**src/tmp_pkg.sv**
```systemverilog
// Shared types and constants of the transaction message parser.
package tmp_pkg;

	localparam int unsigned STORED_ACCOUNTS = 16;
	localparam int unsigned MAX_COUNT_BYTES = 3;

	localparam logic [8:0]  STORED_LIMIT = 9'(STORED_ACCOUNTS);
	localparam logic [1:0]  COUNT_LAST_POS = 2'(MAX_COUNT_BYTES - 1);
	localparam logic [7:0]  VERSION_MARK = 8'h80;
	localparam logic [15:0] SIG_BYTES = 16'd64;
	localparam logic [15:0] KEY_BYTES = 16'd32;

	localparam logic [4:0] SEC_SIGCNT   = 5'd0;
	localparam logic [4:0] SEC_SIG      = 5'd1;
	localparam logic [4:0] SEC_VERSION  = 5'd2;
	localparam logic [4:0] SEC_HDR0     = 5'd3;
	localparam logic [4:0] SEC_HDR1     = 5'd4;
	localparam logic [4:0] SEC_HDR2     = 5'd5;
	localparam logic [4:0] SEC_ACCTCNT  = 5'd6;
	localparam logic [4:0] SEC_KEY      = 5'd7;
	localparam logic [4:0] SEC_HASH     = 5'd8;
	localparam logic [4:0] SEC_INSTRCNT = 5'd9;
	localparam logic [4:0] SEC_PROG     = 5'd10;
	localparam logic [4:0] SEC_IDXCNT   = 5'd11;
	localparam logic [4:0] SEC_IDX      = 5'd12;
	localparam logic [4:0] SEC_DLEN     = 5'd13;
	localparam logic [4:0] SEC_DATA     = 5'd14;
	localparam logic [4:0] SEC_ALTCNT   = 5'd15;
	localparam logic [4:0] SEC_ALTKEY   = 5'd16;
	localparam logic [4:0] SEC_WCNT     = 5'd17;
	localparam logic [4:0] SEC_WIDX     = 5'd18;
	localparam logic [4:0] SEC_RCNT     = 5'd19;
	localparam logic [4:0] SEC_RIDX     = 5'd20;
	localparam logic [4:0] SEC_TRAIL    = 5'd21;
	localparam logic [4:0] SEC_REJECT   = 5'd22;

	localparam logic [1:0] ST_BUSY   = 2'd0;
	localparam logic [1:0] ST_ACCEPT = 2'd1;
	localparam logic [1:0] ST_REJECT = 2'd2;

	localparam logic [1:0] PREF_NONE    = 2'd0;
	localparam logic [1:0] PREF_STORED  = 2'd1;
	localparam logic [1:0] PREF_UNKNOWN = 2'd2;

	typedef enum logic [22:0] {
		PH_SIGCNT   = 23'h000001,
		PH_SIG      = 23'h000002,
		PH_VERHDR   = 23'h000004,
		PH_HDR0     = 23'h000008,
		PH_HDR1     = 23'h000010,
		PH_HDR2     = 23'h000020,
		PH_ACCTCNT  = 23'h000040,
		PH_KEY      = 23'h000080,
		PH_HASH     = 23'h000100,
		PH_INSTRCNT = 23'h000200,
		PH_PROG     = 23'h000400,
		PH_IDXCNT   = 23'h000800,
		PH_IDX      = 23'h001000,
		PH_DLEN     = 23'h002000,
		PH_DATA     = 23'h004000,
		PH_ALTCNT   = 23'h008000,
		PH_ALTKEY   = 23'h010000,
		PH_WCNT     = 23'h020000,
		PH_WIDX     = 23'h040000,
		PH_RCNT     = 23'h080000,
		PH_RIDX     = 23'h100000,
		PH_TRAIL    = 23'h200000,
		PH_REJ      = 23'h400000
	} phase_t;

	typedef struct packed {
		logic [7:0] data_byte;
		logic       last_byte;
	} in_item_t;

	typedef struct packed {
		logic [4:0]  section;
		logic [15:0] item_index;
		logic [15:0] byte_offset;
		logic [15:0] count_value;
		logic        count_done;
		logic [1:0]  program_ref;
		logic        versioned;
		logic [1:0]  status;
	} out_item_t;

	typedef struct packed {
		logic [15:0] merged;
		logic        done;
		logic        overflow;
	} vint_t;

endpackage

```
**src/tmp_stream_if.sv**
```systemverilog
// Valid/ready stream interface that carries one payload beat per handshake.
interface tmp_stream_if #(parameter type payload_t = logic) ();
	logic     valid;
	logic     ready;
	payload_t payload;

	modport source(output valid, output payload, input ready);
	modport sink(input valid, input payload, output ready);
endinterface

```
**src/tmp_varint.sv**
```systemverilog
// Compact count decoder: merges one varint byte into the running value.
module tmp_varint (
	input  logic [15:0]   accum,
	input  logic [1:0]    count_pos,
	input  logic [7:0]    data,
	output tmp_pkg::vint_t vint
);
	import tmp_pkg::*;

	logic [15:0] part;

	always_comb begin
		case (count_pos)
			2'd0: part = {9'd0, data[6:0]};
			2'd1: part = {2'd0, data[6:0], 7'd0};
			default: part = {data[1:0], 14'd0};
		endcase
	end

	assign vint.merged   = accum | part;
	assign vint.done     = ~data[7];
	assign vint.overflow = data[7] & (count_pos >= COUNT_LAST_POS);

endmodule

```
**src/tmp_core.sv**
```systemverilog
// Parser state machine: tags one byte per step and updates the parse state.
module tmp_core (
	input  logic                clk,
	input  logic                arst_n,
	input  logic                step,
	input  tmp_pkg::in_item_t   item,
	output tmp_pkg::out_item_t  res
);
	import tmp_pkg::*;

	phase_t      phase_q, phase_d;
	logic [15:0] accum_q, accum_d;
	logic [1:0]  cbytes_q, cbytes_d;
	logic        vflag_q, vflag_d;
	logic [15:0] total_q, total_d;
	logic [15:0] outer_left_q, outer_left_d;
	logic [15:0] inner_left_q, inner_left_d;
	logic [15:0] outer_idx_q, outer_idx_d;
	logic [15:0] byte_idx_q, byte_idx_d;
	logic        rejected_q, rejected_d;

	vint_t       vint;
	logic        bad;
	logic        ol_last;
	logic        il_last;
	logic [15:0] ol_dec;
	logic [15:0] oi_inc;
	logic [15:0] il_dec;
	logic [15:0] bi_inc;
	logic [15:0] byte_wide;
	phase_t      instr_end;

	tmp_varint u_varint (
		.accum    (accum_q),
		.count_pos(cbytes_q),
		.data     (item.data_byte),
		.vint     (vint)
	);

	assign ol_last   = (outer_left_q == 16'd1);
	assign il_last   = (inner_left_q == 16'd1);
	assign ol_dec    = outer_left_q - 16'd1;
	assign oi_inc    = outer_idx_q + 16'd1;
	assign il_dec    = inner_left_q - 16'd1;
	assign bi_inc    = byte_idx_q + 16'd1;
	assign byte_wide = {8'd0, item.data_byte};
	assign instr_end = vflag_q ? PH_ALTCNT : PH_TRAIL;

	always_comb begin
		phase_d      = phase_q;
		accum_d      = accum_q;
		cbytes_d     = cbytes_q;
		vflag_d      = vflag_q;
		total_d      = total_q;
		outer_left_d = outer_left_q;
		inner_left_d = inner_left_q;
		outer_idx_d  = outer_idx_q;
		byte_idx_d   = byte_idx_q;
		rejected_d   = rejected_q;
		bad          = 1'b0;
		res          = '0;
		res.section  = SEC_REJECT;

		case (phase_q)
			PH_SIGCNT, PH_ACCTCNT, PH_INSTRCNT, PH_IDXCNT,
			PH_DLEN, PH_ALTCNT, PH_WCNT, PH_RCNT: begin
				res.byte_offset = {14'd0, cbytes_q};
				if (vint.overflow) begin
					bad      = 1'b1;
					accum_d  = '0;
					cbytes_d = '0;
				end else if (vint.done) begin
					accum_d         = '0;
					cbytes_d        = '0;
					res.count_done  = 1'b1;
					res.count_value = vint.merged;
				end else begin
					accum_d  = vint.merged;
					cbytes_d = cbytes_q + 2'd1;
				end
				case (phase_q)
					PH_SIGCNT: begin
						res.section = SEC_SIGCNT;
						if (vint.done) begin
							outer_idx_d = '0;
							byte_idx_d  = '0;
							if (vint.merged == 16'd0) begin
								phase_d = PH_VERHDR;
							end else begin
								outer_left_d = vint.merged;
								inner_left_d = SIG_BYTES;
								phase_d      = PH_SIG;
							end
						end
					end
					PH_ACCTCNT: begin
						res.section = SEC_ACCTCNT;
						if (vint.done) begin
							total_d      = vint.merged;
							outer_idx_d  = '0;
							byte_idx_d   = '0;
							inner_left_d = KEY_BYTES;
							if (vint.merged == 16'd0) begin
								phase_d = PH_HASH;
							end else begin
								outer_left_d = vint.merged;
								phase_d      = PH_KEY;
							end
						end
					end
					PH_INSTRCNT: begin
						res.section = SEC_INSTRCNT;
						if (vint.done) begin
							outer_idx_d = '0;
							if (vint.merged == 16'd0) begin
								phase_d = instr_end;
							end else begin
								outer_left_d = vint.merged;
								phase_d      = PH_PROG;
							end
						end
					end
					PH_IDXCNT: begin
						res.section    = SEC_IDXCNT;
						res.item_index = outer_idx_q;
						if (vint.done) begin
							byte_idx_d = '0;
							if (vint.merged == 16'd0) begin
								phase_d = PH_DLEN;
							end else begin
								inner_left_d = vint.merged;
								phase_d      = PH_IDX;
							end
						end
					end
					PH_DLEN: begin
						res.section    = SEC_DLEN;
						res.item_index = outer_idx_q;
						if (vint.done) begin
							byte_idx_d = '0;
							if (vint.merged == 16'd0) begin
								outer_idx_d  = oi_inc;
								outer_left_d = ol_dec;
								if (ol_last) begin
									phase_d = instr_end;
								end else begin
									phase_d      = PH_PROG;
									inner_left_d = KEY_BYTES;
								end
							end else begin
								inner_left_d = vint.merged;
								phase_d      = PH_DATA;
							end
						end
					end
					PH_ALTCNT: begin
						res.section = SEC_ALTCNT;
						if (vint.done) begin
							outer_idx_d = '0;
							byte_idx_d  = '0;
							if (vint.merged == 16'd0) begin
								phase_d = PH_TRAIL;
							end else begin
								outer_left_d = vint.merged;
								inner_left_d = KEY_BYTES;
								phase_d      = PH_ALTKEY;
							end
						end
					end
					PH_WCNT: begin
						res.section    = SEC_WCNT;
						res.item_index = outer_idx_q;
						if (vint.done) begin
							byte_idx_d = '0;
							if (vint.merged == 16'd0) begin
								phase_d = PH_RCNT;
							end else begin
								inner_left_d = vint.merged;
								phase_d      = PH_WIDX;
							end
						end
					end
					default: begin
						res.section    = SEC_RCNT;
						res.item_index = outer_idx_q;
						if (vint.done) begin
							byte_idx_d = '0;
							if (vint.merged == 16'd0) begin
								outer_idx_d  = oi_inc;
								outer_left_d = ol_dec;
								if (ol_last) begin
									phase_d = PH_TRAIL;
								end else begin
									phase_d      = PH_ALTKEY;
									inner_left_d = KEY_BYTES;
								end
							end else begin
								inner_left_d = vint.merged;
								phase_d      = PH_RIDX;
							end
						end
					end
				endcase
			end
			PH_SIG: begin
				res.section     = SEC_SIG;
				res.item_index  = outer_idx_q;
				res.byte_offset = byte_idx_q;
				byte_idx_d      = bi_inc;
				inner_left_d    = il_dec;
				if (il_last) begin
					outer_idx_d  = oi_inc;
					outer_left_d = ol_dec;
					byte_idx_d   = '0;
					if (ol_last) begin
						phase_d = PH_VERHDR;
					end else begin
						phase_d      = PH_SIG;
						inner_left_d = SIG_BYTES;
					end
				end
			end
			PH_VERHDR: begin
				if (item.data_byte == VERSION_MARK) begin
					res.section = SEC_VERSION;
					vflag_d     = 1'b1;
					phase_d     = PH_HDR0;
				end else begin
					res.section = SEC_HDR0;
					phase_d     = PH_HDR1;
				end
			end
			PH_HDR0: begin
				res.section = SEC_HDR0;
				phase_d     = PH_HDR1;
			end
			PH_HDR1: begin
				res.section     = SEC_HDR1;
				res.byte_offset = 16'd1;
				phase_d         = PH_HDR2;
			end
			PH_HDR2: begin
				res.section     = SEC_HDR2;
				res.byte_offset = 16'd2;
				phase_d         = PH_ACCTCNT;
			end
			PH_KEY: begin
				res.section     = SEC_KEY;
				res.item_index  = outer_idx_q;
				res.byte_offset = byte_idx_q;
				byte_idx_d      = bi_inc;
				inner_left_d    = il_dec;
				if (il_last) begin
					outer_idx_d  = oi_inc;
					outer_left_d = ol_dec;
					byte_idx_d   = '0;
					inner_left_d = KEY_BYTES;
					phase_d      = ol_last ? PH_HASH : PH_KEY;
				end
			end
			PH_HASH: begin
				res.section     = SEC_HASH;
				res.byte_offset = byte_idx_q;
				byte_idx_d      = bi_inc;
				inner_left_d    = il_dec;
				if (il_last) begin
					phase_d = PH_INSTRCNT;
				end
			end
			PH_PROG: begin
				res.section    = SEC_PROG;
				res.item_index = outer_idx_q;
				if (({1'b0, item.data_byte} < STORED_LIMIT) && (byte_wide < total_q)) begin
					res.program_ref = PREF_STORED;
				end else if ((byte_wide < total_q) || vflag_q) begin
					res.program_ref = PREF_UNKNOWN;
				end else begin
					bad = 1'b1;
				end
				phase_d = PH_IDXCNT;
			end
			PH_IDX: begin
				res.section     = SEC_IDX;
				res.item_index  = outer_idx_q;
				res.byte_offset = byte_idx_q;
				byte_idx_d      = bi_inc;
				inner_left_d    = il_dec;
				if (il_last) begin
					phase_d = PH_DLEN;
				end
			end
			PH_DATA: begin
				res.section     = SEC_DATA;
				res.item_index  = outer_idx_q;
				res.byte_offset = byte_idx_q;
				byte_idx_d      = bi_inc;
				inner_left_d    = il_dec;
				if (il_last) begin
					outer_idx_d  = oi_inc;
					outer_left_d = ol_dec;
					byte_idx_d   = '0;
					if (ol_last) begin
						phase_d = instr_end;
					end else begin
						phase_d      = PH_PROG;
						inner_left_d = KEY_BYTES;
					end
				end
			end
			PH_ALTKEY: begin
				res.section     = SEC_ALTKEY;
				res.item_index  = outer_idx_q;
				res.byte_offset = byte_idx_q;
				byte_idx_d      = bi_inc;
				inner_left_d    = il_dec;
				if (il_last) begin
					phase_d = PH_WCNT;
				end
			end
			PH_WIDX: begin
				res.section     = SEC_WIDX;
				res.item_index  = outer_idx_q;
				res.byte_offset = byte_idx_q;
				byte_idx_d      = bi_inc;
				inner_left_d    = il_dec;
				if (il_last) begin
					phase_d = PH_RCNT;
				end
			end
			PH_RIDX: begin
				res.section     = SEC_RIDX;
				res.item_index  = outer_idx_q;
				res.byte_offset = byte_idx_q;
				byte_idx_d      = bi_inc;
				inner_left_d    = il_dec;
				if (il_last) begin
					outer_idx_d  = oi_inc;
					outer_left_d = ol_dec;
					byte_idx_d   = '0;
					if (ol_last) begin
						phase_d = PH_TRAIL;
					end else begin
						phase_d      = PH_ALTKEY;
						inner_left_d = KEY_BYTES;
					end
				end
			end
			PH_TRAIL: begin
				res.section = SEC_TRAIL;
			end
			default: begin
				res.section = SEC_REJECT;
				bad         = 1'b1;
			end
		endcase

		if (bad) begin
			phase_d    = PH_REJ;
			rejected_d = 1'b1;
		end

		res.versioned = vflag_d;
		if (rejected_d) begin
			res.status = ST_REJECT;
		end else if (item.last_byte) begin
			if ((phase_d == PH_TRAIL) || ((phase_d == PH_ALTCNT) && (cbytes_d == 2'd0))) begin
				res.status = ST_ACCEPT;
			end else begin
				res.status = ST_REJECT;
			end
		end else begin
			res.status = ST_BUSY;
		end
	end

	always_ff @(posedge clk or negedge arst_n) begin
		if (!arst_n) begin
			phase_q      <= PH_SIGCNT;
			accum_q      <= '0;
			cbytes_q     <= '0;
			vflag_q      <= 1'b0;
			total_q      <= '0;
			outer_left_q <= '0;
			inner_left_q <= '0;
			outer_idx_q  <= '0;
			byte_idx_q   <= '0;
			rejected_q   <= 1'b0;
		end else if (step) begin
			if (item.last_byte) begin
				phase_q      <= PH_SIGCNT;
				accum_q      <= '0;
				cbytes_q     <= '0;
				vflag_q      <= 1'b0;
				total_q      <= '0;
				outer_left_q <= '0;
				inner_left_q <= '0;
				outer_idx_q  <= '0;
				byte_idx_q   <= '0;
				rejected_q   <= 1'b0;
			end else begin
				phase_q      <= phase_d;
				accum_q      <= accum_d;
				cbytes_q     <= cbytes_d;
				vflag_q      <= vflag_d;
				total_q      <= total_d;
				outer_left_q <= outer_left_d;
				inner_left_q <= inner_left_d;
				outer_idx_q  <= outer_idx_d;
				byte_idx_q   <= byte_idx_d;
				rejected_q   <= rejected_d;
			end
		end
	end

endmodule

```
**src/transaction_message_parser.sv**
```systemverilog
// Top level of the transaction message parser: input register, parser core, result register.
//
//   channel   modport   payload       beat
//   stream    sink      in_item_t     one transaction byte with its end mark
//   result    source    out_item_t    tags and status for that byte
//
// One byte per cycle while results drain; a result is registered after the input register.
// The parse state updates once per byte in the core, which sets the rate.
// Reset puts the parser at the signature count with empty input and result registers.
// A stalled result holds; the input register fills if it is empty, then the input stalls.
module transaction_message_parser (
	input logic         clk,
	input logic         arst_n,
	tmp_stream_if.sink  stream,
	tmp_stream_if.source result
);
	import tmp_pkg::*;

	in_item_t  in_s1;
	logic      vld_s1;
	out_item_t core_res;
	out_item_t res_s2;
	logic      vld_s2;
	logic      advance;

	assign advance      = vld_s1 & (~vld_s2 | result.ready);
	assign stream.ready = ~vld_s1 | advance;

	tmp_core u_core (
		.clk   (clk),
		.arst_n(arst_n),
		.step  (advance),
		.item  (in_s1),
		.res   (core_res)
	);

	always_ff @(posedge clk or negedge arst_n) begin
		if (!arst_n) begin
			vld_s1 <= 1'b0;
			vld_s2 <= 1'b0;
		end else begin
			if (stream.ready) begin
				vld_s1 <= stream.valid;
			end
			if (advance) begin
				vld_s2 <= 1'b1;
			end else if (result.ready) begin
				vld_s2 <= 1'b0;
			end
		end
	end

	always_ff @(posedge clk) begin
		if (stream.ready && stream.valid) begin
			in_s1 <= stream.payload;
		end
		if (advance) begin
			res_s2 <= core_res;
		end
	end

	assign result.valid   = vld_s2;
	assign result.payload = res_s2;

endmodule

```
**src/flat_wrapper.sv**
```systemverilog
// flat-port wrapper written by rule: the top's interface ports become plain ports
module transaction_message_parser_flat import tmp_pkg::*;
  (clk, arst_n, stream_valid, stream_payload, stream_ready, result_valid, result_payload, result_ready);
  tmp_stream_if #(.payload_t(in_item_t)) stream_i ();
  tmp_stream_if #(.payload_t(out_item_t)) result_i ();
  input logic clk;
  input logic arst_n;
  input wire logic [$bits(stream_i.valid)-1:0] stream_valid;
  input wire logic [$bits(stream_i.payload)-1:0] stream_payload;
  output wire logic [$bits(stream_i.ready)-1:0] stream_ready;
  output wire logic [$bits(result_i.valid)-1:0] result_valid;
  output wire logic [$bits(result_i.payload)-1:0] result_payload;
  input wire logic [$bits(result_i.ready)-1:0] result_ready;
  assign stream_i.valid = stream_valid;
  assign stream_i.payload = stream_payload;
  assign stream_ready = stream_i.ready;
  assign result_valid = result_i.valid;
  assign result_payload = result_i.payload;
  assign result_i.ready = result_ready;
  transaction_message_parser u_core (.clk(clk), .arst_n(arst_n), .stream(stream_i), .result(result_i));
endmodule
```
**config.mk**
```make
export PLATFORM = sky130hd
export DESIGN_NAME = transaction_message_parser_flat
export DESIGN_NICKNAME = d
export VERILOG_FILES = /design/src/tmp_pkg.sv /design/src/tmp_stream_if.sv /design/src/tmp_varint.sv /design/src/tmp_core.sv /design/src/transaction_message_parser.sv /design/src/flat_wrapper.sv
export SDC_FILE = /design/constraint.sdc
export NUM_CORES = 1
export LEC_CHECK = 0
export BUFFER_PORTS_ARGS = -buffer_cell sky130_fd_sc_hd__buf_4
export CAP_MARGIN = 20
export CELL_PAD_IN_SITES_DETAIL_PLACEMENT = 0
export CELL_PAD_IN_SITES_GLOBAL_PLACEMENT = 2
export CORE_MARGIN = 1
export CORE_UTILIZATION = 31
export DETAILED_ROUTE_END_ITERATION = 6
export PLACE_DENSITY_LB_ADDON = 0.08
export SKIP_LAST_GASP = 1
export SLEW_MARGIN = 20
export SYNTH_ARGS = -nofsm -noshare
export SYNTH_HDL_FRONTEND = slang
export SYNTH_HIERARCHICAL = 1
export SYNTH_SLANG_ARGS = --single-unit
```
**constraint.sdc**
```tcl
create_clock -name clk -period 10.4 [get_ports clk]
set_input_delay 0.52 -clock clk [delete_from_list [all_inputs] [get_ports clk]]
set_output_delay 0.52 -clock clk [all_outputs]
set_load 0.05 [all_outputs]
```
[Yosys cells after proc, flatten, opt, wreduce, memory -nomap -nowiden]
Cells that the tools add are included.
Operators by class
  eq/ne operators: 39
  $lt $le $gt $ge: 3
  reduce and logical (&&, ||, !) cells: 33
  bitwise logic cells: 10
  $add $sub $neg: 5
  muxes and demuxes: 104
Operator list (count)
  $mux W16: 37
  $mux W23: 18
  $pmux W23 S14: 1
  $pmux W16 S2: 6
  $pmux W23 S7: 1
  $pmux W16 S5: 2
  $mux W22: 7
  $pmux W5 S15: 1
  $pmux W16 S4: 1
  $pmux W16 S3: 1
  $eq A23 B16 Y1 const B: 2
  $eq A23 B22 Y1 const B: 2
  $pmux W5 S7: 1
  $add A16 B1 Y16 const B: 2
  $eq A16 B1 Y1 const B: 2
  $sub A16 B1 Y16 const B: 2
  $reduce_or A8 Y1: 3
  $eq A23 B1 Y1 const B: 1
  $eq A23 B10 Y1 const B: 1
  $eq A23 B11 Y1 const B: 1
  $eq A23 B12 Y1 const B: 1
  $eq A23 B13 Y1 const B: 1
  $eq A23 B14 Y1 const B: 1
  $eq A23 B15 Y1 const B: 1
  54 further kinds: 98
Word-level totals
  output and inout bits: 61
  logic and storage cells: 218
  register bits: 193
  bits of input ports: 13

[Depth between registers and ports, before layout]
Gate-level depths: netlist of the first run.
  word-level depth: 14
  depth in mapped cells: 13

[Hierarchy]
The synthesis of the first run kept the hierarchy.
Modules (own cells, without submodules)
  tmp_core: seq. area each 3079.2 um2, area each 8798.4 um2, times used 1, cells each 1133
  transaction_message_parser: seq. area each 2092.0 um2, area each 2145.8 um2, times used 1, cells each 76
  tmp_varint: seq. area each 0.0 um2, area each 158.9 um2, times used 1, cells each 20

[Worst setup path after synthesis of the first run]
Ideal clock, no wire load.
  path kind: reg-to-reg
  start: register u_core.vld_s2 (netlist: u_core/result.valid)
  end: register u_core.u_core.outer_idx_q[5]
  arrival: 3695 ps
  stages on the path, launching flop included: 9
  period minus slack after synthesis: 3805 ps
  setup time: 110 ps
  buffers on the path: 2
  setup slack: 6595 ps
  cells stage by stage: dfrtp_1 > nand2b_1 > and2_1 > buf_2 > nand2_1 > a211oi_1 > o21ai_0 > clkbuf_1 > o41ai_1
Between the ends
  word-level cells in the longest chain between the ends: 4
RTL lines
  from (decl): RTL line transaction_message_parser.sv:23  | logic vld_s2;
  from (signal assigned): RTL line transaction_message_parser.sv:40  | vld_s2 <= 1'b0;
  from (signal assigned): RTL line transaction_message_parser.sv:46  | vld_s2 <= 1'b1;
  from (signal assigned): RTL line transaction_message_parser.sv:48  | vld_s2 <= 1'b0;
  $not A1 Y1: RTL line transaction_message_parser.sv:26  | assign advance = vld_s1 & (~vld_s2 | result.ready);
  $or A1 B1 Y1: RTL line transaction_message_parser.sv:26
  $and A1 B1 Y1: RTL line transaction_message_parser.sv:26
  named net u_core.advance: RTL line transaction_message_parser.sv:24  | logic advance;
  $reduce_and A6 Y1 (no line)
  to (signal assigned): RTL line tmp_core.sv:408  | outer_idx_q <= outer_idx_d;
  to (decl): RTL line tmp_core.sv:18  | logic [15:0] outer_idx_q, outer_idx_d;
The timed path passes the listed nets, and every way through them passes these cells.
A chain may end at the register's enable or synchronous reset.

[Worst setup path after layout of the first run]
  start: register u_core.u_core.phase_q[16]
  end: register u_core.u_core.total_q[12]
Between the ends
  word-level cells in the longest chain between the ends: 4
  elaborated cells between the ends (all ways): 12
RTL lines
  from (decl): RTL line tmp_core.sv:11  | phase_t phase_q, phase_d;
  from (signal assigned): RTL line tmp_core.sv:401  | phase_q <= phase_d;
  $eq A23 B1 Y1, or another cell as far along: RTL line tmp_core.sv:64  | case (phase_q)
  $reduce_or A8 Y1: RTL line tmp_core.sv:64
  $reduce_bool A2 Y1 (no line)
  $reduce_and A4 Y1 (no line) (*)
  to (signal assigned): RTL line tmp_core.sv:405  | total_q <= total_d;
  to (decl): RTL line tmp_core.sv:15  | logic [15:0] total_q, total_d;
Every way passes the cells marked *; elsewhere a longest branch is shown, timed or not.

==> results.cfg, run 1 <==
[pwr]
power_leakage_nw = 5.18
power.density_nw_per_um2 = 212
ir_worst_vdd_mv = 0.122

[cells_and_area]
drive_above_1_share_pct = 13.9
area_growth_pct = 14.3
diodes = 0
instances_no_fill = 1736
fillers = 3597
multi_input_area_sq_um = 5570
regArea_sq_um = 5170
fin_nets = 1294

[route]
drtIter0Drc = 681
routed_wl_um = 40000
wl_per_cell_um = 23.0
ant_nets = 0
vias = 9697
vias_per_cell = 5.59
drtPass1Iterations = 5
drc = 0

[synthesis]
syn-mean-instance-area_sq_um = 9.03
synth_cell_types = 85
yosysSeqAreaShare_pct = 46.6
synth_compound_area_share_pct = 18.8
synth-edff-count = 68
ys_seq_elements = 193
yosys.area.top_type = dfrtp_1
syn-cell-area_sq_um = 11100
syn-instance-count = 1229
synth_nets = 1255
synth_top_family_by_area = simple AND/OR/NAND/NOR gates
synthFlopType = dfrtp_1
synthAdderAreaFrac_pct = 1.46
yosys.area_share.xor_xnor_pct = 0.789
synth_area_leaders = dfrtp_1, edfxtp_1, nand2_1
synth.top_cell.area_share_pct = 27.9
synth.mux.area_fraction_pct = 0.383
yosysWarnings = 6
yosys.area_share.simple_pct = 28.3
synth_async_sr_flop_share_pct = 64.8

[timing]
fin_crit_sh_pct = 41.1
relSlewSlack_pct = 31.9
hold_violations = 0
fin_tns_setup_ns = 0
grt_setup_unrepaired = no
post-route-min-period_ns = 4.27
worstMarginPinSlew_ns = 1.01
fin_worst_skew_ns = 0.0194
fmax_mhz = 234
setup_viol = 0
slew_viol_final = 0

[global_route]
overflow = 0
grt_pass1_vias = 9325
grt_start_max_net_pins = 75
track_usage_pct = 22.5
antenna_found_initial = 0
grt_pass1_wl_um = 60700

[placement]
io_buffers = 73
placedCellCount = 1703
hpwl_um = 28600
place.gp.congestion = 0.927

[cts]
cts_tree = yes
cts_resized = 0
cts.path.max_buffers = 2
cts_sinks = 193
htreeDepth = 4
postCtsSetupRepairBufs = 0
holdBufCountCts = 0
clk_latency_ns = 0.46
cts_buffers = 17
path_clk_slew_ns = 0.08
clock-root-buffer = clkbuf_16

[flow_run]
maxCapViolCount = 0

[setup_path]
worstPathMaxFanout = 33
worstSetupEndpointType = flip-flop
critPathLaunchType = flip-flop
required_ns = 10.75
crit_arrival_ns = 4.62
crit_type = flip-flop to flip-flop

[floorplan]
initial_core_util_pct = 31.8
core_sq_um = 34900
die_y_um = 191
rows = 68
die_x_um = 191
io_pins = 74
dieArea_sq_um = 36600

[status]
status = completed

[hold_path]
hold_class = input port to asynchronous set/reset pin
-- path summary, 6_finish.rpt --
check                                           endpoint                       from  depth (start not counted)  slack [ns]
min reg2reg                     u_core/u_core/accum_q[2]   u_core/u_core/accum_q[2]                          2        0.48
min                            u_core/u_core/phase_q[20]                     arst_n                          1        0.05
max                            u_core/u_core/total_q[12]  u_core/u_core/phase_q[16]                          8        6.13
max reg2reg                    u_core/u_core/total_q[12]  u_core/u_core/phase_q[16]                          8        6.13
max in group asynchronous  u_core/u_core/outer_left_q[4]                     arst_n                          2        9.14
min in group clk                         u_core/in_s1[5]          stream_payload[5]                          1        0.24
-- metal layers --
layer / global-route usage, % / up-vias / share of wire (%)
met1: 31.5 / 4752 / 48
met5: 0 / - / 0
met2: 35.7 / 278 / 46
met3: 2.94 / 43 / 3.6
met4: 7.45 / 0 / 2.2
li1: - / 4624 / -
-- through the flow --
step	hold slack (ns)	setup WS, ns	util, %	instance area (sq um)	total power (W)
floorplan	0.224	6.60	-	11100	0.00167
global placement	0.462	5.98	34.6	12100	0.00202
detailed placement	0.472	5.85	34.6	12100	0.00201
CTS	0.114	5.85	36.3	12700	0.00272
global route	0.120	5.72	36.4	12700	0.00285
finish	0.0492	6.13	36.4	12700	0.00269
-- power breakdown --
group	switching (W)	internal [W]	leakage, nW
Combinational	0.000710	0.000312	2.50
Sequential	0.0000903	0.000891	2.38
Clock	0.000328	0.000363	0.302
-- synth_stat cells, types with 4 or more instances --
cell         n
a211oi_1     6
a21o_1      17
a21oi_1     73
a22o_1       5
a22oi_1      8
a31oi_1     22
and2_1      41
and3_1      10
buf_2       19
buf_6        4
clkbuf_1    46
dfrtp_1    124
edfxtp_1    68
ha_1        13
inv_1       23
nand2_1    154
nand2b_1    19
nand3_1     36
nand3b_1     4
nand4_1     21
nor2_1      93
nor2b_1     18
nor3_1      55
nor3_2       4
nor3b_1     10
nor4_1      35
nor4_4       5
nor4b_1      4
o211ai_1    11
o21a_1       4
o21ai_0    100
o21ai_1     27
o22ai_1      7
o2bb2ai_1    7
o31ai_1     15
or2_2        7
or3_1       14
or4_1       16
xnor2_1      4
xor2_1       6
-- sequential cells by signal (all words and copies together) (netlist names), 16 cells and up --
signal and cells:
u_core/u_core/inner_left_q 16, u_core/u_core/outer_idx_q 16, u_core/u_core/accum_q 16, u_core/u_core/outer_left_q 16, u_core/result.payload 59, u_core/u_core/total_q 16, u_core/u_core/byte_idx_q 16, u_core/u_core/phase_q 23
-- critical path: stages (launching register included) --
cell,delay [ns]
dfrtp_1,0.67
nor4_4,0.10
nand3_2,0.27
nor4_2,0.15
nor3_1,0.74
nand2_2,0.36
o21ai_4,0.66
or2_1,0.79
mux2_2,0.41
-- cells in the final DEF (no fill, tap or decap), types with 8 or more instances in the layout --
master | Yosys | layout
a21o_1 | 17 | 17
a21oi_1 | 73 | 73
a22oi_1 | 8 | 8
a31oi_1 | 22 | 21
and2_1 | 41 | 40
and3_1 | 10 | 10
buf_4 | 1 | 89
clkbuf_16 | 0 | 20
dfrtp_1 | 124 | 124
edfxtp_1 | 68 | 68
ha_1 | 13 | 13
inv_1 | 23 | 23
nand2_1 | 154 | 154
nand2b_1 | 19 | 19
nand3_1 | 36 | 36
nand4_1 | 21 | 21
nor2_1 | 93 | 91
nor2b_1 | 18 | 18
nor3_1 | 55 | 55
nor3b_1 | 10 | 10
nor4_1 | 35 | 33
o211ai_1 | 11 | 11
o21ai_0 | 100 | 100
o21ai_1 | 27 | 26
o31ai_1 | 15 | 15
or3_1 | 14 | 14
or4_1 | 16 | 16
-- cell type report --
type | count | area share, %
timing repair buffer | 91 | 5.41
clock inverter | 10 | 0.660
inverter | 24 | 0.710
multi-input combinational | 941 | 43.9
clock buffer | 22 | 4.08
tap | 455 | 4.48
sequential | 193 | 40.7
-- logic make-up (layout without fill, tap and decap cells) --
logic type                 after synthesis  after routing
adders and majority gates               13             13
AOI/OAI and AO/OA                      337            337
and+or+nand+nor                        577            577
muxes                                    4              4
buffers and inverters                   95            147
xor gates and xnor gates                10             10
DFF                                    193            193
Power figures use the tool's default switching activity.
==> run 2: changes to the inputs <==
--- a/config.mk
+++ b/config.mk
@@ -5,6 +5,7 @@
 export SDC_FILE = /design/constraint.sdc
 export NUM_CORES = 1
 export LEC_CHECK = 0
+export ABC_AREA = 1
 export BUFFER_PORTS_ARGS = -buffer_cell sky130_fd_sc_hd__buf_4
 export CAP_MARGIN = 20
 export CELL_PAD_IN_SITES_DETAIL_PLACEMENT = 0
==> constraint.sdc (replaced) <==
create_clock -name clk -period 4.35 [get_ports clk]
set_input_delay 0.2175 -clock clk [delete_from_list [all_inputs] [get_ports clk]]
set_output_delay 0.2175 -clock clk [all_outputs]
set_load 0.05 [all_outputs]
==> run 2 against run 1 <==
Against the previous run: routed wire length increased by 2.5%; setup slack got worse by 5.4 ns; critical path type unchanged; synthesized cell count increased by 24%; total power increased to 3.3 times the previous value.
==> results.cfg, run 2 <==
[floorplan]
core_sq_um = 37000
die_x_um = 197
rows = 70
die_y_um = 197
io_pins = 74
initial_core_util_pct = 31.7
dieArea_sq_um = 38600

[synthesis]
yosys.area.top_type = dfrtp_1
syn-mean-instance-area_sq_um = 7.68
synth-edff-count = 68
yosys-top-cells-count = nand2_1, inv_1, nor2_1, dfrtp_1, nand3_1
synth_cell_types = 58
synth_most_common_cell = nand2_1
ys_seq_elements = 193
yosysSeqAreaShare_pct = 44.1
syn-instance-count = 1528
synth_area_leaders = dfrtp_1, edfxtp_1, nand2_1
syn-cell-area_sq_um = 11700
yosysWarnings = 6
synth.top_cell.area_share_pct = 26.4
synth_nets = 1554
synthFlopType = dfrtp_1
synth_async_sr_flop_share_pct = 64.8

[pwr]
power.density_nw_per_um2 = 663
power_frac_comb_pct = 54.3
power_leakage_nw = 6.14
seqPwrFrac_pct = 28.1
clkPwrFrac_pct = 17.6
ir_worst_vdd_mv = 0.367
p_int_w = 0.00428
switching_power_w = 0.00467
total_power_w = 0.00896
switching_share_pct = 52.2

[setup_path]
worstSetupEndpointType = flip-flop
critPathLaunchType = flip-flop
worstPathMaxFanout = 20
crit_arrival_ns = 3.83
required_ns = 4.56
crit_type = flip-flop to flip-flop

[global_route]
antenna_found_initial = 0
grt_pass1_wl_um = 64200
grt_start_max_net_pins = 64
grt_pass1_vias = 10700
overflow = 0
track_usage_pct = 22.2

[timing]
fin_worst_skew_ns = 0.0241
post-route-min-period_ns = 3.63
fin_tns_setup_ns = 0
slew_viol_final = 0
hold_ws_ns = 0.316
hold_violations = 0
setup_viol = 0
fin_crit_sh_pct = 83.4
timing.final.ws_setup_ns = 0.723
grt_setup_unrepaired = no
worstMarginPinSlew_ns = 0.958
fmax_mhz = 276
relSlewSlack_pct = 36.0

[placement]
placedCellCount = 2077
place.gp.congestion = 0.909
pre_cts_ws_ns = 0.761
hpwl_um = 30200
io_buffers = 73

[route]
ant_nets = 0
drc = 0
drtIter0Drc = 737
routed_wl_um = 41000
met3_length_um = 1360
dr.max_layer_used = met4
vias_per_cell = 4.96
vias = 10500
wl_per_cell_um = 19.3
dr_wl_met2_um = 19800
drtPass1Iterations = 5
drt-met1-wl_um = 19100

[cts]
cts_sinks = 193
cts_buffers = 17
htreeDepth = 4
cts_tree = yes
clock-root-buffer = clkbuf_16
path_clk_slew_ns = 0.07
clk_latency_ns = 0.47
cts.path.max_buffers = 2

[cells_and_area]
area_growth_pct = 15.1
drive_above_1_share_pct = 13.7
largest_reg_flops = 59
layout_common_cells = nand2_1, inv_1, nor2_1
instances_no_fill = 2122
fin_nets = 1631
diodes = 0
mostFrequentLayoutCell = nand2_1

[status]
status = completed

[hold_path]
hold_class = input port to asynchronous set/reset pin

[flow_run]
maxCapViolCount = 0
-- run 2: area by class of cell --
cell class	instances	area, sq um
clock inverters	14	140
multi-input cells	1075	5500
flip-flops and latches	193	5170
fillers	4055	23500
inverters	212	806
well taps	504	631
clock buffers	18	429
repair buffers	106	832
-- run 2: through the flow --
stage / cell area, sq um / util, %
global route: 13500 / 36.6
CTS: 13500 / 36.6
floorplan: 11700 / -
finish: 13500 / 36.6
detailed placement: 12800 / 34.7
global placement: 12800 / 34.7
-- run 2: cells by family after synthesis --
kind of cell | after synthesis | share of synthesized area, %
simple gates | 807 | 31.9
compound gates | 218 | 10.7
xor+xnor | 37 | 2.76
flops | 193 | 44.1
buf+inv | 260 | 9.20
fa+ha+maj | 13 | 1.39
-- run 2: routing by layer --
metal / track usage [%] / up-vias
li1: - / 5148
met1: 29.3 / 5106
met2: 37.3 / 225
met3: 3.39 / 39
met4: 6.80 / 0
met5: 0 / -
-- run 2: worst paths after layout --
kind	slack [ns]	cells past startpoint	start	end
hold reg to reg	0.49	2	u_core/u_core/accum_q[13]	u_core/u_core/accum_q[13]
setup reg to reg	0.72	14	u_core/u_core/phase_q[17]	u_core/result.payload[1]
setup / recovery	0.72	14	u_core/u_core/phase_q[17]	u_core/result.payload[1]
max in group asynchronous	3.09	3	arst_n	u_core/u_core/outer_idx_q[7]
hold / removal	0.32	2	arst_n	u_core/u_core/phase_q[19]
min in group clk	0.47	2	stream_payload[2]	u_core/in_s1[2]
-- run 2: critical path, stage by stage (launching register included) --
cell     delay (ns)
dfrtp_1        0.43
nor2_2         0.18
nand2_2        0.10
nor2_4         0.53
nand3_1        0.54
nand2_1        0.19
inv_1          0.05
nand3_1        0.07
nor2_1         0.06
nand2_1        0.18
nand2_1        0.12
nor2_4         0.41
nand4_1        0.28
nand3_1        0.14
nand2_1        0.05
-- run 2: power groups by stage --
stage	clock (W)	combinational, W	sequential [W]
floorplan	0	0.00321	0.00277
global placement	0	0.00494	0.00254
detailed placement	0	0.00488	0.00255
CTS	0.00164	0.00491	0.00252
global route	0.00170	0.00539	0.00256
finish	0.00157	0.00487	0.00252
-- run 2: what timing repair did --
item	in CTS	in global routing
buffers inserted	0	0
hold buffers	13	0
endpoints found under the hold margin	71	0
gates resized for setup	0	0
==> run 3: changes to the inputs <==
--- a/config.mk
+++ b/config.mk
@@ -5,7 +5,7 @@
 export SDC_FILE = /design/constraint.sdc
 export NUM_CORES = 1
 export LEC_CHECK = 0
-export ABC_AREA = 1
+export ABC_AREA = 0
 export BUFFER_PORTS_ARGS = -buffer_cell sky130_fd_sc_hd__buf_4
 export CAP_MARGIN = 20
 export CELL_PAD_IN_SITES_DETAIL_PLACEMENT = 0
==> constraint.sdc (replaced) <==
create_clock -name clk -period 3.7 [get_ports clk]
set_input_delay 0.185 -clock clk [delete_from_list [all_inputs] [get_ports clk]]
set_output_delay 0.185 -clock clk [all_outputs]
set_load 0.05 [all_outputs]
==> run 3 against run 2 <==
Against the previous run: sequential share of layout area up 0.30 points; hold slack worse by 0.29 ns; die area decreased by 5.3%; core utilization is 1.9 points higher; global-route usage grew 0.60 points.
==> results.cfg, run 3 (synthesis gave the netlist of run 1 again) <==
[cells_and_area]
fin_area_sq_um = 13400
largest_reg_flops = 59
fin_nets = 1386
fillers = 3638
area_growth_pct = 20.7
layout_common_cells = buf_4, nand2_1, dfrtp_1
diodes = 0
multi_input_area_sq_um = 5570
mostFrequentLayoutCell = buf_4
drive_above_1_share_pct = 18.9
regArea_sq_um = 5170

[floorplan]
io_pins = 74
rows = 68
dieArea_sq_um = 36600
die_y_um = 191
core_sq_um = 34900
die_x_um = 191
initial_core_util_pct = 31.8

[pwr]
power_leakage_nw = 5.61
ir_worst_vdd_mv = 0.381
power.density_nw_per_um2 = 580

[timing]
relSlewSlack_pct = 42.1
post-route-min-period_ns = 3.54
hold_violations = 0
fin_worst_skew_ns = 0.0205
grt_setup_unrepaired = yes
slew_viol_final = 0
fin_crit_sh_pct = 95.6
fmax_mhz = 283
worstMarginPinSlew_ns = 0.860
setup_viol = 0
timing.final.ws_setup_ns = 0.161

[cts]
cts_tree = yes
cts_sinks = 193
clk_latency_ns = 0.46
htreeDepth = 4
clock-root-buffer = clkbuf_16
cts_buffers = 17
cts.path.max_buffers = 2
path_clk_slew_ns = 0.09

[route]
vias_per_cell = 5.56
ant_nets = 0
wl_per_cell_um = 22.1
routed_wl_um = 40400
vias = 10200
drtIter0Drc = 708
drtPass1Iterations = 5
drc = 0

[hold_path]
worstHoldStart = result_ready
hold_class = input port to flip-flop

[setup_path]
worstPathMaxFanout = 11
critical_path.endpoint = u_core/result.payload[1]
cpPeakStageDelay_ns = 0.78
rr_endpoint = u_core/result.payload[1]
worstSetupEndpointType = flip-flop
critPathLaunchType = flip-flop
crit_arrival_ns = 3.75
rr_startpoint = u_core/u_core/phase_q[18]
r2r_setup_slack_ns = 0.16
crit_slowest_cell = or4_1
required_ns = 3.91
rr_worst_depth = 9
critPathMostFrequentCell = nand3_2
crit_type = flip-flop to flip-flop
cp-startpoint = u_core/u_core/phase_q[18]
worstPathCellList = nor4_4, nand3_2, or4_1, nand3_2, o21ai_0, o211a_1, o21ai_1, a31oi_1, a211o_1

[global_route]
grt_pass1_vias = 9890
overflow = 0
track_usage_pct = 22.8
grt_pass1_wl_um = 61500
antenna_found_initial = 0
grt_start_max_net_pins = 76

[placement]
io_buffers = 73
pre_cts_ws_ns = 0.0824
hpwl_um = 29400
placed_area_sq_um = 12700
place.gp.congestion = 0.943

[status]
status = completed

[flow_run]
maxCapViolCount = 0
run 3: cell count changes in the layout (fill, tap and decap cells not counted), moves of 19 or more:
| cell | previous run | this run |
|---|---|---|
| nor4_1 | 9 | 33 |
| nor2_1 | 180 | 93 |
| and2_1 | 1 | 40 |
| inv_1 | 195 | 23 |
| nand2b_1 | 0 | 19 |
| buf_4 | 92 | 169 |
| a21oi_1 | 32 | 73 |
| xor2_1 | 33 | 6 |
| nand3_1 | 114 | 36 |
| nand2_1 | 356 | 152 |
run 3: per-stage QoR:
step	hold slack [ns]	total power (W)	instances	util [%]	TNS (ns)
after floorplan	-0.111	0.00468	1229	-	0
after global placement	0.302	0.00592	1783	36.4	0
after detailed placement	0.315	0.00591	1783	36.4	0
after CTS	0.00290	0.00784	1826	38.3	0
after global routing	0.0327	0.00825	1828	38.4	-0.0183
final	0.0272	0.00778	1828	38.4	0
run 3: worst min-delay path by stage:
stage,end,slack [ns],cells after the start
after global routing,u_core/vld_s1,0.03,3
after floorplan,u_core/result.valid,-0.11,0
after global placement,u_core/u_core/phase_q[6],0.30,1
final,u_core/result.valid,0.03,3
after CTS,u_core/result.valid,0.003,3
after detailed placement,u_core/u_core/phase_q[17],0.31,1
run 3: final cells by class:
type | count | share of cell area (%)
sequential | 193 | 38.6
tap | 455 | 4.25
timing repair buffer | 183 | 10.7
clock buffer | 18 | 3.20
inverter | 24 | 0.672
clock inverter | 14 | 1.10
multi-input combinational | 941 | 41.5
run 3: worst max-delay path: cells and delay by family (launching register included):
family	cells	cell delay, ns
compound gates	5	1.02
flops	1	0.51
simple gates	4	1.75
run 3: metal layers:
metal	wire length, um	track usage (%)	part of all wire (%)	up-vias
met2	18300	35.6	45	303
met1	18900	31.5	47	5005
li1	-	-	-	4803
met5	0	0	0	-
met4	1260	9.04	3.1	0
met3	1910	3.30	4.7	58
run 3: timing repair:
item / CTS / global route
resized for setup: 0 / 5
endpoints found under the setup margin: 0 / 26
endpoints found under the hold margin: 83 / 0
buffers inserted: 0 / 2
hold buffers: 11 / 0
run 3: where the power goes:
part           switching [W]  internal, W  leakage [nW]
combinational        0.00206      0.00109          2.96
sequential          0.000245      0.00250          2.38
clock               0.000930     0.000953         0.276
